## config.mk

```make
export PLATFORM = sky130hd
export DESIGN_NAME = grid_local_maximum_detect
export DESIGN_NICKNAME = d
export VERILOG_FILES = /design/src/sv/glmd_pkg.sv /design/src/sv/glmd_queue.sv /design/src/sv/glmd_front.sv /design/src/sv/glmd_back.sv /design/src/sv/grid_local_maximum_detect.sv
export SDC_FILE = /design/constraint.sdc
export NUM_CORES = 2
export LEC_CHECK = 0
export ABC_AREA = 1
export BUFFER_PORTS_ARGS = -buffer_cell sky130_fd_sc_hd__buf_2
export CAP_MARGIN = 30
export CORE_AREA = 8 8 433 435
export DETAILED_ROUTE_END_ITERATION = 12
export DIE_AREA = 0 0 441 443
export GPL_TIMING_DRIVEN = 1
export SYNTH_ARGS = -nofsm -noshare
export SYNTH_HDL_FRONTEND = slang
export SYNTH_HIERARCHICAL = 1
export SYNTH_SLANG_ARGS = --single-unit
```

## constraint.sdc

```tcl
create_clock -name clk -period 7.4 [get_ports clk]
set_input_delay 0.74 -clock clk [delete_from_list [all_inputs] [get_ports clk]]
set_output_delay 0.74 -clock clk [all_outputs]
set_load 0.05 [all_outputs]
```

## src/sv/glmd_pkg.sv

```systemverilog
// Shared types and constants for the grid local maximum detector.
// Used by glmd_front, glmd_back and the top level; depends on nothing.
`timescale 1ns / 1ps

package glmd_pkg;

	localparam int CFG_BITS    = 6;   // width of each configuration register
	localparam int POS_BITS    = 5;   // width of the reported row and column
	localparam int RES_SLOTS   = 3;   // results one item can cause
	localparam int QUEUE_DEPTH = 4;   // jobs held between front and back

	// result slots of one job, in delivery order
	localparam int SLOT_ABOVE = 0;    // cell one row up, same column
	localparam int SLOT_LEFT  = 1;    // last row, cell to the left
	localparam int SLOT_HERE  = 2;    // last row, final cell itself

	typedef enum logic {
		CFG_GRID_WIDTH  = 1'b0,
		CFG_GRID_HEIGHT = 1'b1
	} cfg_idx_t;

	// one accepted item's worth of reports, minus the values
	typedef struct packed {
		logic [RES_SLOTS-1:0]                mask;
		logic [RES_SLOTS-1:0]                peak;
		logic                                frame_last;
		logic [RES_SLOTS-1:0][POS_BITS-1:0] row;
		logic [RES_SLOTS-1:0][POS_BITS-1:0] col;
	} job_t;

endpackage

```

## src/sv/glmd_queue.sv

```systemverilog
// Small register FIFO that carries jobs from the front to the back.
// Generic over data width and depth; no package dependency.
`timescale 1ns / 1ps

module glmd_queue #(
	parameter int DATA_BITS = 8,
	parameter int DEPTH     = 4
) (
	input  logic                 clk,
	input  logic                 arst_n,
	input  logic                 push,
	input  logic [DATA_BITS-1:0] push_data,
	output logic                 full,
	input  logic                 pop,
	output logic                 not_empty,
	output logic [DATA_BITS-1:0] pop_data
);

	localparam int PB = (DEPTH > 1) ? $clog2(DEPTH) : 1;
	localparam int CB = $clog2(DEPTH + 1);

	logic [DATA_BITS-1:0] slot_q [DEPTH];
	logic [PB-1:0]        head_q, tail_q;
	logic [CB-1:0]        count_q;
	logic                 do_push, do_pop;

	assign full      = (count_q == CB'(DEPTH));
	assign not_empty = (count_q != '0);
	assign pop_data  = slot_q[head_q];
	assign do_push   = push && !full;
	assign do_pop    = pop && not_empty;

	always_ff @(posedge clk) begin
		if (do_push) begin
			slot_q[tail_q] <= push_data;
		end
	end

	always_ff @(posedge clk or negedge arst_n) begin
		if (!arst_n) begin
			head_q  <= '0;
			tail_q  <= '0;
			count_q <= '0;
		end else begin
			if (do_push) begin
				tail_q <= (tail_q == PB'(DEPTH - 1)) ? '0 : tail_q + PB'(1);
			end
			if (do_pop) begin
				head_q <= (head_q == PB'(DEPTH - 1)) ? '0 : head_q + PB'(1);
			end
			if (do_push && !do_pop) begin
				count_q <= count_q + CB'(1);
			end else if (do_pop && !do_push) begin
				count_q <= count_q - CB'(1);
			end
		end
	end

endmodule

```

## src/sv/glmd_front.sv

```systemverilog
// Front end: configuration, raster counters, line store and peak tests.
// An accepted item owing reports is one job of up to three. Uses glmd_pkg.
`timescale 1ns / 1ps

module glmd_front #(
	parameter int MAX_WIDTH  = 32,
	parameter int MAX_HEIGHT = 32,
	parameter int VALUE_BITS = 16
) (
	input  logic                                             clk,
	input  logic                                             arst_n,
	input  logic                                             cfg_we,
	input  logic                                             cfg_index,
	input  logic [glmd_pkg::CFG_BITS-1:0]                    cfg_data,
	input  logic signed [VALUE_BITS-1:0]                     cell_value,
	input  logic                                             in_valid,
	output logic                                             in_stall,
	input  logic                                             q_full,
	output logic                                             push,
	output glmd_pkg::job_t                                   job,
	output logic [glmd_pkg::RES_SLOTS-1:0][VALUE_BITS-1:0]   job_vals
);

	localparam int COL_BITS = (MAX_WIDTH > 1) ? $clog2(MAX_WIDTH) : 1;
	localparam int ROW_BITS = (MAX_HEIGHT > 1) ? $clog2(MAX_HEIGHT) : 1;
	localparam int WB       = $clog2(MAX_WIDTH + 1);
	localparam int HB       = $clog2(MAX_HEIGHT + 1);
	localparam int PB       = glmd_pkg::POS_BITS;

	logic [WB-1:0]       width_q;
	logic [HB-1:0]       height_q;
	logic [COL_BITS-1:0] col_q, col_next, ra0, ra1;
	logic [ROW_BITS-1:0] row_q, row_next;
	logic [WB-1:0]       col_p1, ra0_p1;
	logic [HB-1:0]       row_p1;
	logic                primed_q;
	logic                accept, last_col, last_row, has_right;

	// line stores: row r-1 and row r-2, one entry per column
	logic signed [VALUE_BITS-1:0] above_mem [MAX_WIDTH];
	logic signed [VALUE_BITS-1:0] two_mem   [MAX_WIDTH];
	logic signed [VALUE_BITS-1:0] rd0_above_q, rd0_two_q, rd1_above_q;
	logic signed [VALUE_BITS-1:0] above_prev_q, prev_cell_q, prev2_cell_q;
	logic                          rd_en;

	logic pk_a, pk_b, pk_c;

	assign in_stall = !primed_q || q_full;
	assign accept   = in_valid && !in_stall;

	assign col_p1    = WB'(col_q) + WB'(1);
	assign row_p1    = HB'(row_q) + HB'(1);
	assign last_col  = (col_p1 == width_q);
	assign last_row  = (row_p1 == height_q);
	assign has_right = (col_p1 < width_q);

	assign col_next = last_col ? '0 : COL_BITS'(col_p1);
	assign row_next = !last_col ? row_q : (last_row ? '0 : ROW_BITS'(row_p1));

	// reads are issued for the next position, so data waits in registers
	assign rd_en  = accept || !primed_q;
	assign ra0    = accept ? col_next : col_q;
	assign ra0_p1 = WB'(ra0) + WB'(1);
	assign ra1    = (ra0_p1 >= WB'(MAX_WIDTH)) ? '0 : COL_BITS'(ra0_p1);

	always_ff @(posedge clk) begin
		if (accept) begin
			above_mem[col_q] <= cell_value;
			two_mem[col_q]   <= rd0_above_q;
		end
		if (rd_en) begin
			// write-first on a same-entry hit (narrow grids)
			rd0_above_q <= (accept && ra0 == col_q) ? cell_value  : above_mem[ra0];
			rd0_two_q   <= (accept && ra0 == col_q) ? rd0_above_q : two_mem[ra0];
			rd1_above_q <= (accept && ra1 == col_q) ? cell_value  : above_mem[ra1];
		end
		if (accept) begin
			above_prev_q <= rd0_above_q;
		end
	end

	always_ff @(posedge clk or negedge arst_n) begin
		if (!arst_n) begin
			width_q      <= WB'(MAX_WIDTH);
			height_q     <= HB'(MAX_HEIGHT);
			col_q        <= '0;
			row_q        <= '0;
			primed_q     <= 1'b0;
			prev_cell_q  <= '0;
			prev2_cell_q <= '0;
		end else if (cfg_we) begin
			unique case (cfg_index)
				glmd_pkg::CFG_GRID_WIDTH: begin
					if (cfg_data == '0) begin
						width_q <= WB'(1);
					end else if (int'(cfg_data) > MAX_WIDTH) begin
						width_q <= WB'(MAX_WIDTH);
					end else begin
						width_q <= WB'(cfg_data);
					end
				end
				glmd_pkg::CFG_GRID_HEIGHT: begin
					if (cfg_data == '0) begin
						height_q <= HB'(1);
					end else if (int'(cfg_data) > MAX_HEIGHT) begin
						height_q <= HB'(MAX_HEIGHT);
					end else begin
						height_q <= HB'(cfg_data);
					end
				end
				default: begin
				end
			endcase
			col_q    <= '0;
			row_q    <= '0;
			primed_q <= 1'b0;
		end else begin
			primed_q <= 1'b1;
			if (accept) begin
				col_q        <= col_next;
				row_q        <= row_next;
				prev_cell_q  <= cell_value;
				prev2_cell_q <= prev_cell_q;
			end
		end
	end

	// cell one row up: down neighbour is the new item
	assign pk_a = (!(row_q > ROW_BITS'(1)) || rd0_above_q > rd0_two_q)
		&& (rd0_above_q > cell_value)
		&& (col_q == '0 || rd0_above_q > above_prev_q)
		&& (!has_right || rd0_above_q > rd1_above_q);

	// last row, left cell: right neighbour is the new item
	assign pk_b = (row_q == '0 || prev_cell_q > above_prev_q)
		&& (!(col_q > COL_BITS'(1)) || prev_cell_q > prev2_cell_q)
		&& (prev_cell_q > cell_value);

	// final cell of the frame
	assign pk_c = (row_q == '0 || cell_value > rd0_above_q)
		&& (col_q == '0 || cell_value > prev_cell_q);

	always_comb begin
		job = '0;
		job.mask[glmd_pkg::SLOT_ABOVE] = (row_q != '0);
		job.mask[glmd_pkg::SLOT_LEFT]  = last_row && (col_q != '0);
		job.mask[glmd_pkg::SLOT_HERE]  = last_row && last_col;
		job.peak[glmd_pkg::SLOT_ABOVE] = pk_a;
		job.peak[glmd_pkg::SLOT_LEFT]  = pk_b;
		job.peak[glmd_pkg::SLOT_HERE]  = pk_c;
		job.frame_last = last_row && last_col;
		job.row[glmd_pkg::SLOT_ABOVE] = PB'(row_q - ROW_BITS'(1));
		job.row[glmd_pkg::SLOT_LEFT]  = PB'(row_q);
		job.row[glmd_pkg::SLOT_HERE]  = PB'(row_q);
		job.col[glmd_pkg::SLOT_ABOVE] = PB'(col_q);
		job.col[glmd_pkg::SLOT_LEFT]  = PB'(col_q - COL_BITS'(1));
		job.col[glmd_pkg::SLOT_HERE]  = PB'(col_q);
		job_vals[glmd_pkg::SLOT_ABOVE] = rd0_above_q;
		job_vals[glmd_pkg::SLOT_LEFT]  = prev_cell_q;
		job_vals[glmd_pkg::SLOT_HERE]  = cell_value;
	end

	assign push = accept && (job.mask != '0);

endmodule

```

## src/sv/glmd_back.sv

```systemverilog
// Back end: takes one job at a time and delivers its reports in order.
// Output fields are muxed from registered job data. Uses glmd_pkg.
`timescale 1ns / 1ps

module glmd_back #(
	parameter int VALUE_BITS = 16
) (
	input  logic                                             clk,
	input  logic                                             arst_n,
	input  logic                                             q_valid,
	input  glmd_pkg::job_t                                   q_job,
	input  logic [glmd_pkg::RES_SLOTS-1:0][VALUE_BITS-1:0]   q_vals,
	output logic                                             pop,
	output logic signed [VALUE_BITS-1:0]                     report_value,
	output logic [glmd_pkg::POS_BITS-1:0]                    report_row,
	output logic [glmd_pkg::POS_BITS-1:0]                    report_col,
	output logic                                             is_peak,
	output logic                                             run_last,
	output logic                                             frame_last,
	output logic                                             out_valid,
	input  logic                                             out_stall
);

	localparam int SB = $clog2(glmd_pkg::RES_SLOTS);
	localparam int RS = glmd_pkg::RES_SLOTS;

	glmd_pkg::job_t                                 job_q;
	logic [glmd_pkg::RES_SLOTS-1:0][VALUE_BITS-1:0] vals_q;
	logic [glmd_pkg::RES_SLOTS-1:0]                 left_q, low_bit;
	logic [SB-1:0]                                  sel;
	logic                                           take, load;

	// lowest pending slot goes out first
	always_comb begin
		if (left_q[glmd_pkg::SLOT_ABOVE]) begin
			sel = SB'(glmd_pkg::SLOT_ABOVE);
		end else if (left_q[glmd_pkg::SLOT_LEFT]) begin
			sel = SB'(glmd_pkg::SLOT_LEFT);
		end else begin
			sel = SB'(glmd_pkg::SLOT_HERE);
		end
	end

	assign low_bit   = left_q & (~left_q + RS'(1));
	assign out_valid = (left_q != '0);
	assign run_last  = ((left_q & (left_q - RS'(1))) == '0);

	assign report_value = vals_q[sel];
	assign report_row   = job_q.row[sel];
	assign report_col   = job_q.col[sel];
	assign is_peak      = job_q.peak[sel];
	assign frame_last   = job_q.frame_last
		&& (sel == SB'(glmd_pkg::SLOT_HERE));

	assign take = out_valid && !out_stall;
	assign load = q_valid && (!out_valid || (take && run_last));
	assign pop  = load;

	always_ff @(posedge clk) begin
		if (load) begin
			job_q  <= q_job;
			vals_q <= q_vals;
		end
	end

	always_ff @(posedge clk or negedge arst_n) begin
		if (!arst_n) begin
			left_q <= '0;
		end else if (load) begin
			left_q <= q_job.mask;
		end else if (take) begin
			left_q <= left_q & ~low_bit;
		end
	end

endmodule

```

## src/sv/grid_local_maximum_detect.sv

```systemverilog
// Top level of the four-neighbour grid local maximum detector.
// Instantiates glmd_front, glmd_queue and glmd_back; uses glmd_pkg.
`timescale 1ns / 1ps

// Usage
//  - Input channel: one signed cell_value per item, raster order, row by row.
//    Taken at a rising edge with in_valid high and in_stall low.
//  - Output channel: one report per item moved (value, row, column, peak flag,
//    run_last on the last report of an input, frame_last on the final cell).
//    Taken at a rising edge with out_valid high and out_stall low.
//  - Config: cfg_we with cfg_index (0 width, 1 height) and cfg_data, only
//    while idle. A write restarts the frame; the line store keeps its data.
//  - Throughput: one item per cycle while in_stall is low. Rows other than
//    the last give at most one report per item; in the last row an item
//    gives up to three, and the back end delivers one report per cycle
//    while out_stall is low, so the output port sets the pace there and the
//    job queue fills. From a taken item: job queue write, back end load,
//    then the report is valid and can leave at the next edge at the earliest.
//  - Reset and config: in_stall is high for one cycle after reset and after
//    each config write while the line store prefetch is primed.
//  - Receiver stall: the current report holds; the front keeps taking items
//    until the job queue is full, then raises in_stall.

module grid_local_maximum_detect #(
	parameter int MAX_WIDTH  = 32,
	parameter int MAX_HEIGHT = 32,
	parameter int VALUE_BITS = 16
) (
	input  logic                             clk,
	input  logic                             arst_n,
	input  logic                             cfg_we,
	input  logic                             cfg_index,
	input  logic [glmd_pkg::CFG_BITS-1:0]    cfg_data,
	input  logic signed [VALUE_BITS-1:0]     cell_value,
	input  logic                             in_valid,
	output logic                             in_stall,
	output logic signed [VALUE_BITS-1:0]     report_value,
	output logic [glmd_pkg::POS_BITS-1:0]    report_row,
	output logic [glmd_pkg::POS_BITS-1:0]    report_col,
	output logic                             is_peak,
	output logic                             run_last,
	output logic                             frame_last,
	output logic                             out_valid,
	input  logic                             out_stall
);

	localparam int VALS_BITS = glmd_pkg::RES_SLOTS * VALUE_BITS;
	localparam int JOB_BITS  = $bits(glmd_pkg::job_t);
	localparam int Q_BITS    = JOB_BITS + VALS_BITS;

	glmd_pkg::job_t                                 f_job, b_job;
	logic [glmd_pkg::RES_SLOTS-1:0][VALUE_BITS-1:0] f_vals, b_vals;
	logic [Q_BITS-1:0]                              q_out;
	logic                                           q_push, q_full, q_pop, q_valid;

	// front: counters, line store and the three peak tests
	glmd_front #(
		.MAX_WIDTH  (MAX_WIDTH),
		.MAX_HEIGHT (MAX_HEIGHT),
		.VALUE_BITS (VALUE_BITS)
	) u_front (
		.clk        (clk),
		.arst_n     (arst_n),
		.cfg_we     (cfg_we),
		.cfg_index  (cfg_index),
		.cfg_data   (cfg_data),
		.cell_value (cell_value),
		.in_valid   (in_valid),
		.in_stall   (in_stall),
		.q_full     (q_full),
		.push       (q_push),
		.job        (f_job),
		.job_vals   (f_vals)
	);

	// jobs wait here so each side can stall on its own
	glmd_queue #(
		.DATA_BITS (Q_BITS),
		.DEPTH     (glmd_pkg::QUEUE_DEPTH)
	) u_queue (
		.clk       (clk),
		.arst_n    (arst_n),
		.push      (q_push),
		.push_data ({f_vals, f_job}),
		.full      (q_full),
		.pop       (q_pop),
		.not_empty (q_valid),
		.pop_data  (q_out)
	);

	assign b_job  = q_out[JOB_BITS-1:0];
	assign b_vals = q_out[Q_BITS-1:JOB_BITS];

	// back: one report per cycle while out_stall is low, in slot order
	glmd_back #(
		.VALUE_BITS (VALUE_BITS)
	) u_back (
		.clk          (clk),
		.arst_n       (arst_n),
		.q_valid      (q_valid),
		.q_job        (b_job),
		.q_vals       (b_vals),
		.pop          (q_pop),
		.report_value (report_value),
		.report_row   (report_row),
		.report_col   (report_col),
		.is_peak      (is_peak),
		.run_last     (run_last),
		.frame_last   (frame_last),
		.out_valid    (out_valid),
		.out_stall    (out_stall)
	);

`ifndef SYNTHESIS
	// the front never offers a job the queue cannot hold
	a_no_overflow: assert property (@(posedge clk) disable iff (!arst_n)
		q_push |-> !q_full)
		else $error("job pushed into a full queue");

	// the final cell closes the run of its item
	a_frame_last_run: assert property (@(posedge clk) disable iff (!arst_n)
		(out_valid && frame_last) |-> run_last)
		else $error("frame_last without run_last");

	// a config write restarts the frame and re-primes the line store read
	a_cfg_primes: assert property (@(posedge clk) disable iff (!arst_n)
		cfg_we |=> in_stall)
		else $error("input taken before line store prefetch after config");
`endif

endmodule

```

## Word level (Yosys, flattened, before mapping)

Memory sizes are Yosys's and may differ from the RTL's. A register that Yosys moved wholly into a read port is not among the register bits.
Cells that the tools add are included.

| storage, ports and cells | value |
|---|---|
| register bits after elaboration | 163 |
| RAM bits | 1,364 |
| input bits | 28 |
| logic and storage cells | 151 |
| memories kept | 3 |

Memory list:

| memory | depth | width | read ports | clocked after memory_dff | write ports | line | RTL |
|---|---|---|---|---|---|---|---|
| u_front.above_mem | 32 | 16 | 2 | 2 | 1 | glmd_front.sv:40 | `logic signed [VALUE_BITS-1:0] above_mem [MAX_WIDTH];` |
| u_front.two_mem | 32 | 16 | 1 | 1 | 1 | glmd_front.sv:41 | `logic signed [VALUE_BITS-1:0] two_mem [MAX_WIDTH];` |
| u_queue.slot_q | 4 | 85 | 1 | 0 | 1 | glmd_queue.sv:22 | `logic [DATA_BITS-1:0] slot_q [DEPTH];` |

| operators by class | value |
|---|---|
| add/sub/neg operators | 11 |
| $lt $le $gt $ge | 15 |
| eq/ne operators | 6 |
| mux-type cells | 31 |
| bitwise operators | 7 |
| reduce and logical (&&, ||, !) cells | 55 |

Operators by type and width:

| cell | count |
|---|---|
| 16-bit > comparator | 9 |
| 5-bit two-way mux | 10 |
| 16-bit binary-select mux with 2-bit select | 1 |
| 5-bit binary-select mux with 2-bit select | 2 |
| 5-bit by 1-bit adder with 6-bit output, second input constant | 3 |
| 1-bit logical AND | 18 |
| 16-bit two-way mux | 1 |
| 6-bit equality test | 2 |
| 3-bit two-way mux | 4 |
| 6-bit two-way mux | 2 |
| 5-bit by 1-bit > comparator with 1-bit output, second input constant | 2 |
| 1-bit logical NOT | 10 |
| 5-bit logical NOT | 2 |
| 1-bit logical OR | 10 |
| 5-bit nonzero test | 2 |
| 5-bit by 1-bit subtractor with 5-bit output, second input constant | 2 |
| 3-bit bitwise AND | 3 |
| 3-bit nonzero test | 3 |
| 2-bit two-way mux | 4 |
| 2-bit AND reduction | 4 |
| 2-bit nonzero test | 4 |
| 3-bit by 1-bit adder with 3-bit output, second input constant | 2 |
| 2-bit equality test, second input constant | 3 |
| 6-bit >= comparator, second input constant | 1 |
| other kinds (12) | 21 |

## Logic depth before layout (Yosys ltp)

| logic depth | value |
|---|---|
| word-level depth | 10 |
| gate-level depth with buffers | 24 |
| mapped depth without buffers | 24 |

## Cells and area by module

The synthesis kept the hierarchy.

By module, submodules not included:

| module | times used | cells an instance | area each (um^2) |
|---|---|---|---|
| glmd_front | 1 | 5,575 | 54,693.7 |
| glmd_queue | 1 | 1,052 | 14,015.9 |
| glmd_back | 1 | 232 | 3,183.1 |

## Worst setup path after synthesis

No wires, ideal clock.

| path | value |
|---|---|
| path kind | register to register |
| start point | register u_front.col_q[0] |
| end point | memory u_queue/slot_q[0][0] (netlist bit), enable pin |
| setup time | 0.529 ns |
| arrival time | 5.863 ns |
| required time | 6.871 ns |
| setup slack | 1.008 ns |
| cell stages (with the launch flop) | 16 |
| path through | dfrtp_1 ha_1 nand2_1 o21ai_1 inv_1 ha_1 nand2_1 nor2_2 nand2_2 inv_1 nand2_1 inv_1 o31ai_1 inv_1 nand2_1 nor2_1 |

RTL lines:

| element | line | RTL |
|---|---|---|
| start: declaration | glmd_front.sv:32 | `logic [COL_BITS-1:0] col_q, col_next, ra0, ra1;` |
| start signal: assignment | glmd_front.sv:120 | `col_q <= col_next;` |
| end: declaration | glmd_queue.sv:22 |  |

## Worst setup path after layout

| path | value |
|---|---|
| start point | register u_front.col_q[0] |
| end point | register u_front.rd1_above_q[9] (read register of u_front.above_mem) (data pin) |

| between the ends | value |
|---|---|
| longest elaborated chain between the ends | 7 |

Ends and longest elaborated chain:

| element | line | RTL |
|---|---|---|
| 5-bit by 1-bit adder with 6-bit output | glmd_front.sv:51 | `assign col_p1 = WB'(col_q) + WB'(1);` |
| 6-bit equality test | glmd_front.sv:53 | `assign last_col = (col_p1 == width_q);` |
| 5-bit two-way mux | glmd_front.sv:57 | `assign col_next = last_col ? '0 : COL_BITS'(col_p1);` |
| 5-bit two-way mux * | glmd_front.sv:62 | `assign ra0 = accept ? col_next : col_q;` |
| 5-bit by 1-bit adder with 6-bit output * | glmd_front.sv:63 | `assign ra0_p1 = WB'(ra0) + WB'(1);` |
| 6-bit >= comparator | glmd_front.sv:64 | `assign ra1 = (ra0_p1 >= WB'(MAX_WIDTH)) ? '0 : COL_BITS'(ra0_p1);` |
| 5-bit two-way mux * | glmd_front.sv:64 |  |
| end: declaration | glmd_front.sv:42 | `logic signed [VALUE_BITS-1:0] rd0_above_q, rd0_two_q, rd1_above_q;` |

Mark *: on every way between the ends. The rest lies on a longest branch, timed or not.
A chain may end at the register's enable or synchronous reset.

==> impl_metrics.py <==
metrics = {
    "place": {
        "io_buffers": 58,
        "placed_area_um2": 74500,
        "hpwlAfterDp_mm": 125,
        "globalplace.congestion": 0.889,
        "dp_slack_ns": 2.07,
    },
    "critical_path": {
        "path_buf_inv": 3,
        "cp.arrival_ns": 6.04,
        "worstRegToRegCells": 21,
        "r2r-start": "u_front/col_q[0]",
        "worstPathRequired_ns": 7.95,
        "cpMostUsedCell": "nand2_1",
        "crit_path_cell_trace": "ha_1 > nand2_1 > o21ai_1 > inv_1 > ha_1 > nand2_1 > nor2_2 > nand2_2 > nand2_1 > nand2_4 > inv_4 > nand3_1 > nand2_2 > buf_4 > nand3_1 > nand2_1 > nand2_1 > nand3_1 > nand2_1 > nand2_1 > nand2_1",
        "endpoint_kind": "flip-flop",
        "crit_type": "flip-flop to flip-flop",
        "rrSetupSlack_ns": 1.92,
        "crit_path_top_delay_cell": "inv_4",
        "max_stage_delay_ns": 0.73,
        "start_kind": "flip-flop",
        "r2r_end": "u_front/rd1_above_q[9]",
        "worst-path-max-fanout": 64,
        "cp_top_family": "simple AND/OR/NAND/NOR gates",
    },
    "cells_and_area": {
        "finalNetCount": 6984,
        "fin_util_pct": 44.4,
        "syn2layout_area_growth_pct": 11.3,
        "drive_gt1_share_pct": 7.51,
        "fin_area_um2": 80000,
        "fillers": 16500,
    },
    "global_routing": {
        "gr-usage-all-layers_pct": 22.4,
        "grt_first_pass_wirelength_mm": 328,
        "grt_pass1_vias": 49300,
        "grt_max_degree": 215,
        "overflow": 0,
        "antenna_found_initial": 9,
    },
    "synthesis": {
        "syn_nets": 7021,
        "syn_inst": 6859,
        "yosysMostFrequentCell": "nand2_1",
        "yosysWarnings": 6,
        "synth_top_area_share_pct": 63.1,
        "synth_top_area_cell": "edfxtp_1",
        "ys.flop_type": "edfxtp_1",
        "yosysUniqueCellTypes": 50,
        "synth_common_cells": "nand2_1, edfxtp_1, nand3_1, inv_1, o211ai_1",
        "async_reset_ff_share_pct": 4.13,
        "ys_ff_latch": 1575,
        "synth_edf_count": 1510,
        "synth_area_per_cell_um2": 10.5,
        "yosysSeqAreaShare_pct": 65.3,
        "syn_area_um2": 71900,
        "yosys-top-cells-area": "edfxtp_1, nand2_1, nand3_1",
    },
    "job": {
        "cap_violations": 0,
    },
    "min_path": {
        "hold_depth": 3,
        "hold_class": "input pin to flip-flop",
        "hp-start": "out_stall",
        "whs_endpoint": "u_back/left_q[2]",
    },
    "drt": {
        "num_vias": 51900,
        "final_antenna_net_count": 0,
        "drt_iter0_drc": 6726,
        "dr.pass1.iters": 7,
        "wl_per_cell_um": 24.2,
        "viasPerCell": 5.56,
        "remaining_drc_errors": 0,
        "wirelength_mm": 226,
    },
    "floorplanning": {
        "core_area_um2": 180000,
        "dieArea_um2": 195000,
        "die_w_um": 441,
        "pin_count": 59,
        "start_util_pct": 39.9,
        "fp.dieH_um": 443,
        "rows": 156,
    },
    "power_and_ir_drop": {
        "power_leakage_nw": 30.7,
        "vdd_drop_max_uv": 320,
        "power_density_nw_per_um2": 320,
    },
    "sta": {
        "layout_setup_ws_ns": 1.92,
        "fin_skew_ns": 0.0383,
        "rsz0062_at_grt": "no",
        "worst_slew_pin_slew_ns": 1.18,
        "post-route-period-util_pct": 74.1,
        "fin_tns_setup_ns": 0,
        "max_freq_mhz": 182,
        "setup_viol": 0,
        "slew_headroom_pct": 21.3,
        "hold_violations": 0,
        "period_needed_ns": 5.48,
        "drv_slew": 0,
    },
    "clock_network": {
        "insertion_delay_ns": 0.82,
        "clkTransAtPathRegs_ns": 0.06,
        "cts_buffers": 168,
        "cts_max_level": 4,
        "clock_path_buffers": 3,
        "clock_sinks": 1575,
        "ctsRootBufferMaster": "clkbuf_16",
        "cts_tree": "built",
    },
    "status": {
        "run_status": "finished, final reports clean",
    },
}
==> repair_timing <==
| action | 4_1_cts | 5_1_grt |
|---|---|---|
| endpoints found under the hold margin | 0 | 23 |
| setup buffers | 0 | 0 |
| resized for setup | 0 | 0 |
| hold buffers | 0 | 1 |
==> layer usage <==
| metal | global-route usage, % | wire [um] | share of wire, % | up-vias |
|---|---|---|---|---|
| li1 | - | - | - | 23400 |
| met1 | 29.6 | 88500 | 39 | 25200 |
| met2 | 36.1 | 104000 | 46 | 2703 |
| met3 | 4.18 | 22800 | 10 | 649 |
| met4 | 9.80 | 10800 | 4.8 | 2 |
| met5 | 0 | 12 | 0.0053 | - |
==> how the worst max path moves through the flow <==
stage,startpoint,end,cells past startpoint
2_1_floorplan,u_front/col_q[0],u_queue/slot_q[0][0],15
3_3_place_gp,u_front/col_q[0],u_front/rd1_above_q[9],21
3_5_place_dp,u_front/col_q[0],u_front/rd1_above_q[9],21
4_1_cts,u_front/col_q[0],u_front/rd1_above_q[9],21
5_1_grt,u_front/col_q[0],u_front/rd1_above_q[9],21
6_report,u_front/col_q[0],u_front/rd1_above_q[9],21
==> cell families after synthesis <==
group / count (synthesis) / share of synthesized area (%)
xor gates and xnor gates: 16 / 0.231
buffers and inverters: 1010 / 6.34
AOI/OAI and AO/OA: 717 / 5.93
and+or+nand+nor: 3407 / 19.8
DFF: 1575 / 65.3
adders and majority gates: 134 / 2.34
==> power by group <==
| group | internal (W) | total (W) | switching, W |
|---|---|---|---|
| sequential | 0.0107 | 0.0111 | 0.000371 |
| combinational | 0.00161 | 0.00611 | 0.00450 |
| clock | 0.00487 | 0.00839 | 0.00353 |
==> sequential cells by signal, summed over array words and instances, names as in the netlist <==
signal,count
u_front/primed_q,1
u_queue/count_q,3
u_back/job_q,34
u_front/row_q,5
u_front/col_q,5
u_queue/tail_q,2
u_back/left_q,3
u_front/above_prev_q,16
u_front/above_mem,512
u_front/rd0_above_q,16
u_queue/slot_q,340
u_front/width_q,6
u_front/rd0_two_q,16
u_front/height_q,6
u_queue/head_q,2
u_front/prev2_cell_q,16
u_front/rd1_above_q,16
u_front/prev_cell_q,16
u_back/vals_q,48
u_front/two_mem,512
==> per-stage QoR <==
step,hold WS (ns),cells,total power [W]
5_1_grt,0.188,9332,0.0267
4_1_cts,0.0590,9329,0.0257
2_1_floorplan,0.444,6859,0.0155
6_report,0.193,9334,0.0256
3_3_place_gp,0.468,9012,0.0172
3_5_place_dp,0.473,9019,0.0174
==> cell usage in the layout (no fill, tap or decap), types with 11 or more instances in the layout <==
master	instances
clkbuf_1	48
nand4_1	142
ha_1	133
o21ai_0	219
clkinv_1	38
nand2_1	2300
nand2_2	15
nand3_1	666
nor2_1	200
inv_1	596
clkinv_2	18
buf_4	115
o211ai_1	238
dfrtp_1	61
buf_2	57
buf_12	16
nor2_4	43
xor2_1	11
clkbuf_16	171
edfxtp_1	1510
a21oi_1	220
bufinv_16	15
o21ai_1	15
==> tightest hold or removal path, cell delays in order <==
cell and delay, ns:
buf_2 0.09, nand2_1 0.05, nand3_1 0.08
==> final cells by class <==
| class | count | area, um2 | area share (%) |
|---|---|---|---|
| inverters | 608 | 2290 | 2.87 |
| multi-input cells | 4274 | 20700 | 25.8 |
| clock inverters | 83 | 898 | 1.12 |
| flip-flops and latches | 1575 | 47000 | 58.7 |
| clock buffers | 227 | 4570 | 5.71 |
| repair buffers | 195 | 1640 | 2.05 |
| well taps | 2370 | 2970 | 3.70 |
| diodes | 2 | 5.00 | 0.00625 |
Note: power is estimated with default switching activity, not from simulation.
